==> config.mk <==
export PLATFORM = sky130hd
export DESIGN_NAME = sum_checked_response_deframer_unit
export DESIGN_NICKNAME = d
export VERILOG_FILES = /design/src/scrd_pkg.sv /design/src/sum_checked_response_deframer_unit.sv
export VERILOG_INCLUDE_DIRS = /design/src /design/src/src
export SDC_FILE = /design/constraint.sdc
export NUM_CORES = 1
export LEC_CHECK = 0
export BUFFER_PORTS_ARGS = -buffer_cell sky130_fd_sc_hd__buf_2
export CAP_MARGIN = 20
export CORE_MARGIN = 10
export CORE_UTILIZATION = 63
export CTS_BUF_LIST = sky130_fd_sc_hd__clkbuf_8
export CTS_CLUSTER_DIAMETER = 50
export DETAILED_ROUTE_END_ITERATION = 7
export PLACE_DENSITY_LB_ADDON = 0.15
export SYNTH_ARGS = -nofsm -noshare
export SYNTH_HDL_FRONTEND = slang
export SYNTH_SLANG_ARGS = --single-unit
export TNS_END_PERCENT = 10
==> constraint.sdc <==
create_clock -name clk -period 10 [get_ports clk]
set_input_delay 1.5 -clock clk [delete_from_list [all_inputs] [get_ports clk]]
set_output_delay 1.5 -clock clk [all_outputs]
set_load 0.01 [all_outputs]
==> src/assert_macros.svh <==
// Assertion helpers shared by the RTL.
`ifndef ASSERT_MACROS_SVH
`define ASSERT_MACROS_SVH

// Condition must hold on every clock edge out of reset.
`define SCRD_ASSERT(lbl, cond, msg) \
  lbl: assert property (@(posedge clk) disable iff (!rst_n) (cond)) else $error(msg);

// Antecedent in one cycle implies consequent in the next.
`define SCRD_ASSERT_NEXT(lbl, ante, cons, msg) \
  lbl: assert property (@(posedge clk) disable iff (!rst_n) (ante) |=> (cons)) else $error(msg);

`endif

==> src/scrd_pkg.sv <==
`default_nettype none
package scrd_pkg;

  localparam int MAX_PARAM   = 16;
  localparam int STORE_DEPTH = 16;
  localparam int PARAM_LIMIT = (MAX_PARAM > STORE_DEPTH) ? STORE_DEPTH : MAX_PARAM;
  localparam int FIXED_BYTES = 4;
  localparam int IDX_W       = $clog2(STORE_DEPTH);
  localparam int CNT_W       = 5;
  localparam int ADDR_W      = IDX_W + 1;

  typedef enum logic [1:0] {
    ST_GOOD    = 2'd0,
    ST_SUM_ERR = 2'd1,
    ST_END_ERR = 2'd2,
    ST_LEN_ERR = 2'd3
  } status_t;

  typedef enum logic [1:0] {
    CFG_HDR1 = 2'd0,
    CFG_HDR2 = 2'd1,
    CFG_END  = 2'd2
  } cfg_idx_t;

  typedef struct packed {
    status_t           status;
    logic [7:0]        command;
    logic [7:0]        function_code;
    logic [7:0]        channel_id;
    logic [CNT_W-1:0]  param_count;
  } frame_meta_t;

endpackage
`default_nettype wire

==> src/sum_checked_response_deframer_unit.sv <==
// Results: once a frame's end byte (or bad length byte) transfers, its results
// pass the run, read and output registers; one per cycle while out_stall is low.
// Throughput: one input byte per cycle; a length or end byte stalls only while
// the previous frame's run is still being read out of the two-bank param RAM.
// Reset: synchronous active-low rst_n clears parser phase, run and output
// valids and the header/end registers; the param RAM is not cleared.
`default_nettype none
`include "assert_macros.svh"
module sum_checked_response_deframer_unit (
  input  wire logic                        clk,
  input  wire logic                        rst_n,
  input  wire logic                        in_valid,
  output logic                             in_stall,
  input  wire logic [7:0]                  in_rx_byte,
  input  wire logic                        cfg_valid,
  output logic                             cfg_ready,
  input  wire logic [1:0]                  cfg_index,
  input  wire logic [7:0]                  cfg_data,
  output logic                             out_valid,
  input  wire logic                        out_stall,
  output logic [1:0]                       out_status,
  output logic [7:0]                       out_command,
  output logic [7:0]                       out_function_code,
  output logic [7:0]                       out_channel_id,
  output logic [scrd_pkg::CNT_W-1:0]       out_param_count,
  output logic [scrd_pkg::IDX_W-1:0]       out_param_index,
  output logic [7:0]                       out_param_byte,
  output logic                             out_last
);

  typedef enum logic [3:0] {
    PH_HUNT1 = 4'd0,
    PH_HUNT2 = 4'd1,
    PH_LEN   = 4'd2,
    PH_CMD   = 4'd3,
    PH_FUNC  = 4'd4,
    PH_CHAN  = 4'd5,
    PH_PARAM = 4'd6,
    PH_SUM   = 4'd7,
    PH_END   = 4'd8
  } phase_t;

  localparam logic [8:0] LEN_MAX = 9'(scrd_pkg::PARAM_LIMIT + scrd_pkg::FIXED_BYTES);

  // config
  logic [7:0] hdr1_r, hdr2_r, endm_r;

  // parser
  phase_t                       phase_r, phase_nxt;
  logic [scrd_pkg::CNT_W-1:0]   cnt_r, cnt_nxt;
  logic [scrd_pkg::CNT_W-1:0]   seen_r, seen_nxt;
  logic [7:0]                   sum_r, sum_nxt;
  logic [7:0]                   sum_rx_r, sum_rx_nxt;
  logic [7:0]                   cmd_r, cmd_nxt, func_r, func_nxt, chan_r, chan_nxt;
  logic                         wr_bank_r, wr_bank_nxt;
  logic                         mem_we;
  logic [scrd_pkg::ADDR_W-1:0]  mem_waddr;
  logic                         start;
  scrd_pkg::frame_meta_t        start_meta;

  // run / readout
  logic                         run_active_r;
  logic                         run_bank_r;
  logic [scrd_pkg::IDX_W-1:0]   run_idx_r;
  scrd_pkg::frame_meta_t        run_meta_r;
  logic                         run_last;
  logic                         issue;

  logic                         s1_v_r;
  scrd_pkg::frame_meta_t        s1_meta_r;
  logic [scrd_pkg::IDX_W-1:0]   s1_idx_r;
  logic                         s1_last_r;
  logic                         s1_zero_r;
  logic [7:0]                   rd_data_r;

  logic                         out_valid_r;
  scrd_pkg::frame_meta_t        out_meta_r;
  logic [scrd_pkg::IDX_W-1:0]   out_idx_r;
  logic [7:0]                   out_byte_r;
  logic                         out_last_r;
  logic                         out_free;

  logic [7:0] mem [2*scrd_pkg::STORE_DEPTH];

  logic in_xfer;

  assign cfg_ready = 1'b1;
  assign in_stall  = run_active_r && (phase_r == PH_LEN || phase_r == PH_END);
  assign in_xfer   = in_valid && !in_stall;
  assign out_free  = !out_valid_r || !out_stall;
  assign issue     = run_active_r && (!s1_v_r || out_free);
  assign run_last  = (run_meta_r.param_count == '0) ||
                     ({1'b0, run_idx_r} + 5'd1 == run_meta_r.param_count);

  always_comb begin
    phase_nxt   = phase_r;
    cnt_nxt     = cnt_r;
    seen_nxt    = seen_r;
    sum_nxt     = sum_r;
    sum_rx_nxt  = sum_rx_r;
    cmd_nxt     = cmd_r;
    func_nxt    = func_r;
    chan_nxt    = chan_r;
    wr_bank_nxt = wr_bank_r;
    mem_we      = 1'b0;
    mem_waddr   = {wr_bank_r, seen_r[scrd_pkg::IDX_W-1:0]};
    start       = 1'b0;
    start_meta  = '{status: scrd_pkg::ST_GOOD, command: cmd_r, function_code: func_r,
                    channel_id: chan_r, param_count: cnt_r};
    if (in_xfer) begin
      unique case (phase_r)
        PH_HUNT2: begin
          phase_nxt = (in_rx_byte == hdr2_r) ? PH_LEN : PH_HUNT1;
        end
        PH_LEN: begin
          if (in_rx_byte < 8'(scrd_pkg::FIXED_BYTES) || {1'b0, in_rx_byte} > LEN_MAX) begin
            phase_nxt  = PH_HUNT1;
            start      = 1'b1;
            start_meta = '{status: scrd_pkg::ST_LEN_ERR, command: 8'd0, function_code: 8'd0,
                           channel_id: 8'd0, param_count: '0};
          end else begin
            cnt_nxt   = scrd_pkg::CNT_W'(in_rx_byte - 8'(scrd_pkg::FIXED_BYTES));
            sum_nxt   = in_rx_byte;
            seen_nxt  = '0;
            phase_nxt = PH_CMD;
          end
        end
        PH_CMD: begin
          cmd_nxt   = in_rx_byte;
          sum_nxt   = sum_r + in_rx_byte;
          phase_nxt = PH_FUNC;
        end
        PH_FUNC: begin
          func_nxt  = in_rx_byte;
          sum_nxt   = sum_r + in_rx_byte;
          phase_nxt = PH_CHAN;
        end
        PH_CHAN: begin
          chan_nxt  = in_rx_byte;
          sum_nxt   = sum_r + in_rx_byte;
          phase_nxt = (cnt_r == '0) ? PH_SUM : PH_PARAM;
        end
        PH_PARAM: begin
          mem_we   = 1'b1;
          sum_nxt  = sum_r + in_rx_byte;
          seen_nxt = seen_r + 5'd1;
          if (seen_nxt >= cnt_r) phase_nxt = PH_SUM;
        end
        PH_SUM: begin
          sum_rx_nxt = in_rx_byte;
          phase_nxt  = PH_END;
        end
        PH_END: begin
          phase_nxt   = PH_HUNT1;
          start       = 1'b1;
          wr_bank_nxt = !wr_bank_r;
          if (in_rx_byte != endm_r)  start_meta.status = scrd_pkg::ST_END_ERR;
          else if (sum_rx_r != sum_r) start_meta.status = scrd_pkg::ST_SUM_ERR;
        end
        default: begin
          phase_nxt = (in_rx_byte == hdr1_r) ? PH_HUNT2 : PH_HUNT1;
        end
      endcase
    end
  end

  always_ff @(posedge clk) begin
    if (mem_we) mem[mem_waddr] <= in_rx_byte;
    if (issue)  rd_data_r <= mem[{run_bank_r, run_idx_r}];
  end

  always_ff @(posedge clk) begin
    if (!rst_n) begin
      hdr1_r       <= 8'd0;
      hdr2_r       <= 8'd0;
      endm_r       <= 8'd0;
      phase_r      <= PH_HUNT1;
      wr_bank_r    <= 1'b0;
      run_active_r <= 1'b0;
      s1_v_r       <= 1'b0;
      out_valid_r  <= 1'b0;
    end else begin
      if (cfg_valid && cfg_ready) begin
        unique case (cfg_index)
          scrd_pkg::CFG_HDR1: hdr1_r <= cfg_data;
          scrd_pkg::CFG_HDR2: hdr2_r <= cfg_data;
          scrd_pkg::CFG_END:  endm_r <= cfg_data;
          default: ;
        endcase
      end
      phase_r   <= phase_nxt;
      wr_bank_r <= wr_bank_nxt;
      if (start) begin
        run_active_r <= 1'b1;
      end else if (issue && run_last) begin
        run_active_r <= 1'b0;
      end
      if (issue)         s1_v_r <= 1'b1;
      else if (out_free) s1_v_r <= 1'b0;
      if (out_free) out_valid_r <= s1_v_r;
    end
  end

  always_ff @(posedge clk) begin
    cnt_r    <= cnt_nxt;
    seen_r   <= seen_nxt;
    sum_r    <= sum_nxt;
    sum_rx_r <= sum_rx_nxt;
    cmd_r    <= cmd_nxt;
    func_r   <= func_nxt;
    chan_r   <= chan_nxt;
    if (start) begin
      run_bank_r <= wr_bank_r;
      run_idx_r  <= '0;
      run_meta_r <= start_meta;
    end else if (issue) begin
      run_idx_r <= run_idx_r + 1'b1;
    end
    if (issue) begin
      s1_meta_r <= run_meta_r;
      s1_idx_r  <= run_idx_r;
      s1_last_r <= run_last;
      s1_zero_r <= (run_meta_r.param_count == '0);
    end
    if (out_free) begin
      out_meta_r <= s1_meta_r;
      out_idx_r  <= s1_idx_r;
      out_byte_r <= s1_zero_r ? 8'd0 : rd_data_r;
      out_last_r <= s1_last_r;
    end
  end

  assign out_valid         = out_valid_r;
  assign out_status        = out_meta_r.status;
  assign out_command       = out_meta_r.command;
  assign out_function_code = out_meta_r.function_code;
  assign out_channel_id    = out_meta_r.channel_id;
  assign out_param_count   = out_meta_r.param_count;
  assign out_param_index   = out_idx_r;
  assign out_param_byte    = out_byte_r;
  assign out_last          = out_last_r;

  `SCRD_ASSERT(a_run_idx_range,
    !run_active_r || run_meta_r.param_count == '0 ||
    ({1'b0, run_idx_r} < run_meta_r.param_count),
    "run index past parameter count")
  `SCRD_ASSERT_NEXT(a_s1_holds, s1_v_r && out_valid_r && out_stall,
    s1_v_r, "readout stage dropped a result under stall")
  `SCRD_ASSERT_NEXT(a_end_starts_run, in_valid && !in_stall && phase_r == PH_END,
    run_active_r, "end byte transfer did not start a run")

endmodule
`default_nettype wire

==> metrics, run 1 <==
status=finished clean; postcts setup bufs=0; clock share of power=around a third; Core ar.=0.0280 mm²; area added between synthesis and finish=11.2%; unrepaired setup endpoints after global routing=false; Site Rows=61; Sw Share=24.0%; CP max-delay cell=buf_2; crit path kind=input pin to flop; Worst setup SP type=input pin; Detail Route Antenna Nets=0; total net switching power=1000 µW; max_cap viols=0; IO Count=70; Post-Syn Nets=slightly above 1000; Power Internal=3170 µW; DRT iter0 DRCs=816; syn avg cell area=18.6 µm²; endpoint class of the critical path=flop; clk buf depth=3; WHS Path Cells=0; clock root buffer=clkbuf_8; fraction of layout cells with a size suffix above 1=23.6%; R2R Setup Slk=6.74 ns; Least-Margin Pin Slew=roughly 1.0 ns; Synth Warn #=0; register bit total from synthesis=between 400 and 500; Via Count=8841; Fin. Hold Viols=0; CTS Hold Bufs=0; CP dominant cell by count=buf_4; vias in the first global route=about 9000; Initial Util=64.5%; DIE WIDTH=189 µm; first-pass GRT wire length=around 52000 µm; CTS clk-pin slew, worst paths=0.06 ns; Skew-Pair Late Insertion Delay=0.60 ns; reg2reg start=run_idx_r[0]; clk_skew=0.0265 ns; Power Density=208 mW/mm²; GRT Overall Usage=19.0%; Via density=5.87; Hold Crit Class=flop to flop; Detailed Place HPWL=20500 µm; most frequent cells after synthesis=427 x edfxtp_1, 80 x mux4_2, 75 x nor2_1, 36 x dfxtp_1, 36 x nor2b_1; largest net degree at the start of global routing=66; Critical Path RT=between 10 and 15 ns; Max Freq=235 MHz; Seq pwr share=between 50% and 60%; routed wire length=33300 µm; CP Cell Sequence=buf_2 -> inv_1 -> ha_1 -> nand2b_1 -> o211ai_1 -> nand2_1 -> nor3_4 -> buf_4 -> or2_1 -> buf_4; antenna violations before repair=1; Crit path buffers/inverters=4; final setup vio count=0; placed insts=1387; Sum Neg Setup Slack=0 ns; Worst path max stage delay=approximately 0.6 ns; htree depth=3; r2r endpoint=rd_data_r[2]; area leader, netlist=edfxtp_1; crit path DAT=4.54 ns; final non-filler cell total=1507; EDFF count, synth=427; worst vdd ir=131 µV; cell family with most CP delay=buffers and inverters; drt pass-1 iters=5; drt drc=0; Synth Instances=969; gpl congestion=0.810; Synth async-reset ratio=0%; post_cts resized=0; leak pwr=0.00691 µW; TritonCTS Sinks=463; relative slew slack=30.2%; total CTS buffers=72; Port Buffers=68; combinational share of power=13.5%; Net count, final=1126; r2r worst-path depth=4; area share of the largest cell type after synthesis=a little under three quarters; Pwr Total=4170 µW; post-route setup slack=5.74 ns; Final Max Tran Viols=0; routed length per instance=between 20 and 25 µm; fin crit share=42.6%; grt ovf=0; count leader, synth=edfxtp_1; dominant synthesized flop cell=edfxtp_1; crit path max fanout=42; cell area after synthesis=0.0181 mm²; Hold Startpoint=s1_idx_r[3]; synth unique cells=52; antenna cells=0; largest cells by area after synthesis=edfxtp_1 71%, mux4_2 10%, dfxtp_1 4.0%; Final Critical Period=roughly 4.3 ns; DP Area=0.0188 mm²; Hold EP=out_param_index[3]; CTS tree=built; chip height=between 150 and 200 µm; die area=between 0.03 and 0.04 mm²; sequential area share after synthesis=75.0%; fillcell total=1762; Finished Cell Area=0.0201 mm²; DP Worst Slack=5.22 ns
power groups by stage:
stage	combinational (µW)	sequential (µW)	clock, µW
3_3_place_gp	563	2230	0
3_5_place_dp	571	2230	0
6_report	564	2190	1420
4_1_cts	573	2190	1450
5_1_grt	607	2190	1540
2_1_floorplan	446	2200	0
cells by family after synthesis:
group | count (synthesis) | synth area share (%)
buffers and inverters | 64 | 1.55
flip-flops | 463 | 75.0
AND/OR/NAND/NOR | 204 | 5.72
multiplexers | 114 | 11.9
adder cells (fa/ha/maj) | 21 | 1.48
XOR/XNOR | 50 | 2.42
other | 1 | 0.0208
AO/OA/AOI/OAI | 52 | 1.88
per-layer routing:
layer | GRT usage [%] | vias up | wire, µm
met5 | 0 | - | 0
li1 | - | 4011 | -
met1 | 27.2 | 4412 | 14100
met4 | 6.41 | 0 | 617
met3 | 4.54 | 62 | 2910
met2 | 28.6 | 356 | 15700
through the flow:
step	util (%)	hold slack, ns
3_5_place_dp	67.1	0.405
4_1_cts	71.7	0.403
6_report	71.7	0.410
2_1_floorplan	-	0.400
5_1_grt	71.7	0.422
3_3_place_gp	67.1	0.402
worst register-to-register path, delay by kind of cell, from the launching register on:
kind                   cells  cell delay (ns)
buffers and inverters      1             0.71
DFF                        1             0.74
muxes                      3             1.54
layout make-up:
cell class	count	area, µm²	area share (%)
clock buffers	72	991	4.93
clock inverters	48	294	1.46
inverters	19	71.3	0.355
multi-input cells	442	4240	21.1
flip-flops and latches	463	13500	67.5
well taps	378	473	2.35
repair buffers	85	463	2.31
how the worst max path moves through the flow:
stage	from	to	cells after the start
6_report	in_rx_byte[3]	run_meta_r[23]	10
5_1_grt	in_rx_byte[3]	run_meta_r[0]	10
4_1_cts	in_rx_byte[3]	run_meta_r[23]	10
3_5_place_dp	in_rx_byte[3]	run_meta_r[27]	10
3_3_place_gp	in_rx_byte[3]	run_meta_r[17]	10
2_1_floorplan	in_rx_byte[2]	run_bank_r	9
placed cells by master (no fill, tap or decap), drive strengths merged, types with 25 or more instances in the layout:
master	instances
mux4	80
dfxtp	36
nor2	75
nor2b	36
xor2	35
buf	85
mux2i	25
inv	44
edfxtp	427
clkbuf	72
nand2	27
flip-flops by register name, indices dropped and copies added (netlist names), 5 cells and up:
| signal | count |
|---|---|
| mem | 256 |
| run_meta_r | 31 |
| s1_meta_r | 31 |
| chan_r | 8 |
| cmd_r | 8 |
| endm_r | 8 |
| func_r | 8 |
| hdr1_r | 8 |
| hdr2_r | 8 |
| out_channel_id | 8 |
| out_command | 8 |
| out_function_code | 8 |
| out_param_byte | 8 |
| rd_data_r | 8 |
| sum_r | 8 |
| sum_rx_r | 8 |
| cnt_r | 5 |
| out_param_count | 5 |
| seen_r | 5 |
Power figures use the tool's default switching activity.
==> inputs of run 2 (changes only) <==
==> constraint.sdc (replaced) <==
create_clock -name clk -period 4.4 [get_ports clk]
set_input_delay 0.66 -clock clk [delete_from_list [all_inputs] [get_ports clk]]
set_output_delay 0.66 -clock clk [all_outputs]
set_load 0.01 [all_outputs]
==> run 2 against run 1 <==
  * Die area stayed put
  * Clock-buffer cell count increased by 1
  * Sequential power rose by 130%
  * Non-clock buffer count increased by 5
  * Via count is 1.2% higher
  * Sequential share of layout area shrank 0.25 points
  * Critical endpoint is now rd_data_r[3]
  * Total power increased by 130%
  * First-iteration DRC count shrank 21%
  * Register-to-register slack got worse by 5.1 ns
  * Clock power increased by 130%
  * Global-route usage is 0.59 points higher
==> metrics, run 2 (synthesis results as in run 1) <==
status=finished clean (unchanged); leak pwr=0.00695 µW (was 0.00691 µW); Worst setup SP type=flop (was input pin); gpl congestion=0.840 (was 0.810); CTS Hold Bufs=0 (unchanged); fraction of layout cells with a size suffix above 1=23.9% (was 23.6%); Least-Margin Pin Slew=1.01 ns (was 1.04 ns); Via density=5.89 (was 5.87); Reg with most FFs=mem (unchanged); area added between synthesis and finish=11.6% (was 11.2%); most frequent cells in the layout=427 x edfxtp_1, 80 x mux4_2, 75 x nor2_1, 73 x clkbuf_8, 68 x buf_2 (was 427 x edfxtp_1, 80 x mux4_2, 75 x nor2_1, 72 x clkbuf_8, 70 x buf_2); die area=0.0358 mm² (unchanged); relative slew slack=32.2% (was 30.2%); Detail Route Antenna Nets=0 (unchanged); Fin. Hold Viols=0 (unchanged); Final Critical Period=2.81 ns; DRT iter0 DRCs=646 (was 816); postcts setup bufs=0 (unchanged); Port Buffers=68 (unchanged); IO Count=70 (unchanged); r2r endpoint=rd_data_r[3] (was rd_data_r[2]); CP dominant cell by count=mux4_2 (was buf_4); antenna cells=0 (unchanged); clock root buffer=clkbuf_8 (unchanged); CTS tree=built (unchanged); Core ar.=0.0280 mm² (unchanged); commonest non-fill, non-tap cell in the layout=edfxtp_1 (unchanged); max_cap viols=0 (unchanged); GRT Overall Usage=19.6% (was 19.0%); R2R Setup Slk=1.59 ns (was 6.74 ns); post_cts resized=0 (unchanged); Worst Setup SP=run_idx_r[0] (was in_rx_byte[3]); Critical Path End=rd_data_r[3] (was run_meta_r[23]); TritonCTS Sinks=463 (unchanged); Final Max Tran Viols=0 (unchanged); crit path DAT=3.14 ns (was 4.54 ns); total CTS buffers=71 (was 72); Power Density=471 mW/mm² (was 208 mW/mm²); endpoint class of the critical path=flop (unchanged); fin crit share=63.8%; crit path kind=flop to flop (was input pin to flop); final core utilization=72.0% (was 71.7%); Site Rows=61 (unchanged); antenna violations before repair=0 (was 1); final non-filler cell total=1518 (was 1507); drt drc=0 (unchanged); first-pass GRT wire length=53300 µm (was 52100 µm); cell family with most CP delay=multiplexers (was buffers and inverters); vias in the first global route=9035 (was 9007); final setup vio count=0 (unchanged); Max Freq=356 MHz; routed length per instance=23.0 µm (was 22.1 µm); placed insts=1392 (was 1387); Critical Path RT=4.74 ns (was 10.28 ns); max reg flops=256 (unchanged); Net count, final=1130 (was 1126); routed wire length=35000 µm (was 33300 µm); grt ovf=0 (unchanged); Crit path buffers/inverters=1 (was 4); unrepaired setup endpoints after global routing=false (unchanged); reg2reg start=run_idx_r[0] (unchanged); chip height=189 µm (unchanged); CTS clk-pin slew, worst paths=0.06 ns (about the same); Worst path max stage delay=0.73 ns (was 0.60 ns); stages on the worst setup path=4 (was 10); htree depth=3 (unchanged); r2r worst-path depth=4 (unchanged); crit path max fanout=29 (was 42); drt pass-1 iters=5 (unchanged); Largest regs=mem: 256 flops, run_meta_r: 31 flops, s1_meta_r: 31 flops (unchanged); DIE WIDTH=189 µm (unchanged); CP max-delay cell=dfxtp_4 (was buf_2); clk_skew=0.0305 ns (was 0.0265 ns); clk buf depth=3 (unchanged); largest net degree at the start of global routing=46 (was 66); Hold Crit Class=input pin to flop (was flop to flop); Skew-Pair Late Insertion Delay=0.60 ns (about the same); CP Cell Sequence=buf_4 -> mux4_2 -> mux4_2 -> mux2_2 (was buf_2 -> inv_1 -> ha_1 -> nand2b_1 -> o211ai_1 -> nand2_1 -> nor3_4 -> buf_4 -> or2_1 -> buf_4); Initial Util=64.5% (unchanged); Detailed Place HPWL=22200 µm (was 20500 µm); Sum Neg Setup Slack=0 ns (unchanged); worst vdd ir=258 µV (was 131 µV); Via Count=8946 (was 8841)
-- run 2: changes by cell type in the layout (fill, tap and decap cells not counted), sizes merged --
cell	before	now
buf	85	90
bufinv	2	1
clkbuf	72	73
clkinv	19	27
clkinvlp	2	1
inv	44	43
-- run 2: cell type report --
cell class	count	area, µm²
clock buffer	73	1000
tap	378	473
inverter	19	71.3
multi-input combinational	442	4240
sequential	463	13500
clock inverter	53	288
timing repair buffer	90	531
fill	1694	7850
-- run 2: where the power goes --
group / switching, µW / internal (µW)
combinational: 586 / 692
clock: 1580 / 1620
sequential: 142 / 4870
-- run 2: worst reg2reg max path, cell delays in order, from the launching register on --
cell     delay [ns]
dfxtp_4        0.73
buf_4          0.43
mux4_2         0.58
mux4_2         0.53
mux2_2         0.29
-- run 2: per-layer routing --
layer | GRT usage, % | wire length (µm)
met3 | 4.50 | 2950
met5 | 0 | 0
met2 | 30.4 | 16500
met4 | 6.01 | 618
met1 | 27.5 | 14900
-- run 2: how the worst min path moves through the flow --
stage / from / to / slack, ns / cells past startpoint
finish: cfg_data[0] / hdr1_r[0] / 0.33 / 3
global route: cfg_data[4] / hdr2_r[4] / 0.33 / 3
CTS: cfg_data[4] / hdr2_r[4] / 0.31 / 3
detailed placement: s1_meta_r[8] / out_channel_id[3] / 0.40 / 0
global placement: s1_meta_r[10] / out_channel_id[5] / 0.40 / 0
floorplan: s1_meta_r[5] / out_channel_id[0] / 0.40 / 0
-- run 2: stage by stage --
stage          cell area [µm²]  power [µW]  worst slack (ns)  hold WS (ns)
6_report                 20200        9500              1.59         0.334
5_1_grt                  20200        9850              1.42         0.326
4_1_cts                  20200        9570              1.56         0.307
3_5_place_dp             18900        6390              1.28         0.405
3_3_place_gp             18900        6370              1.37         0.400
2_1_floorplan            18100        6000              1.01         0.400
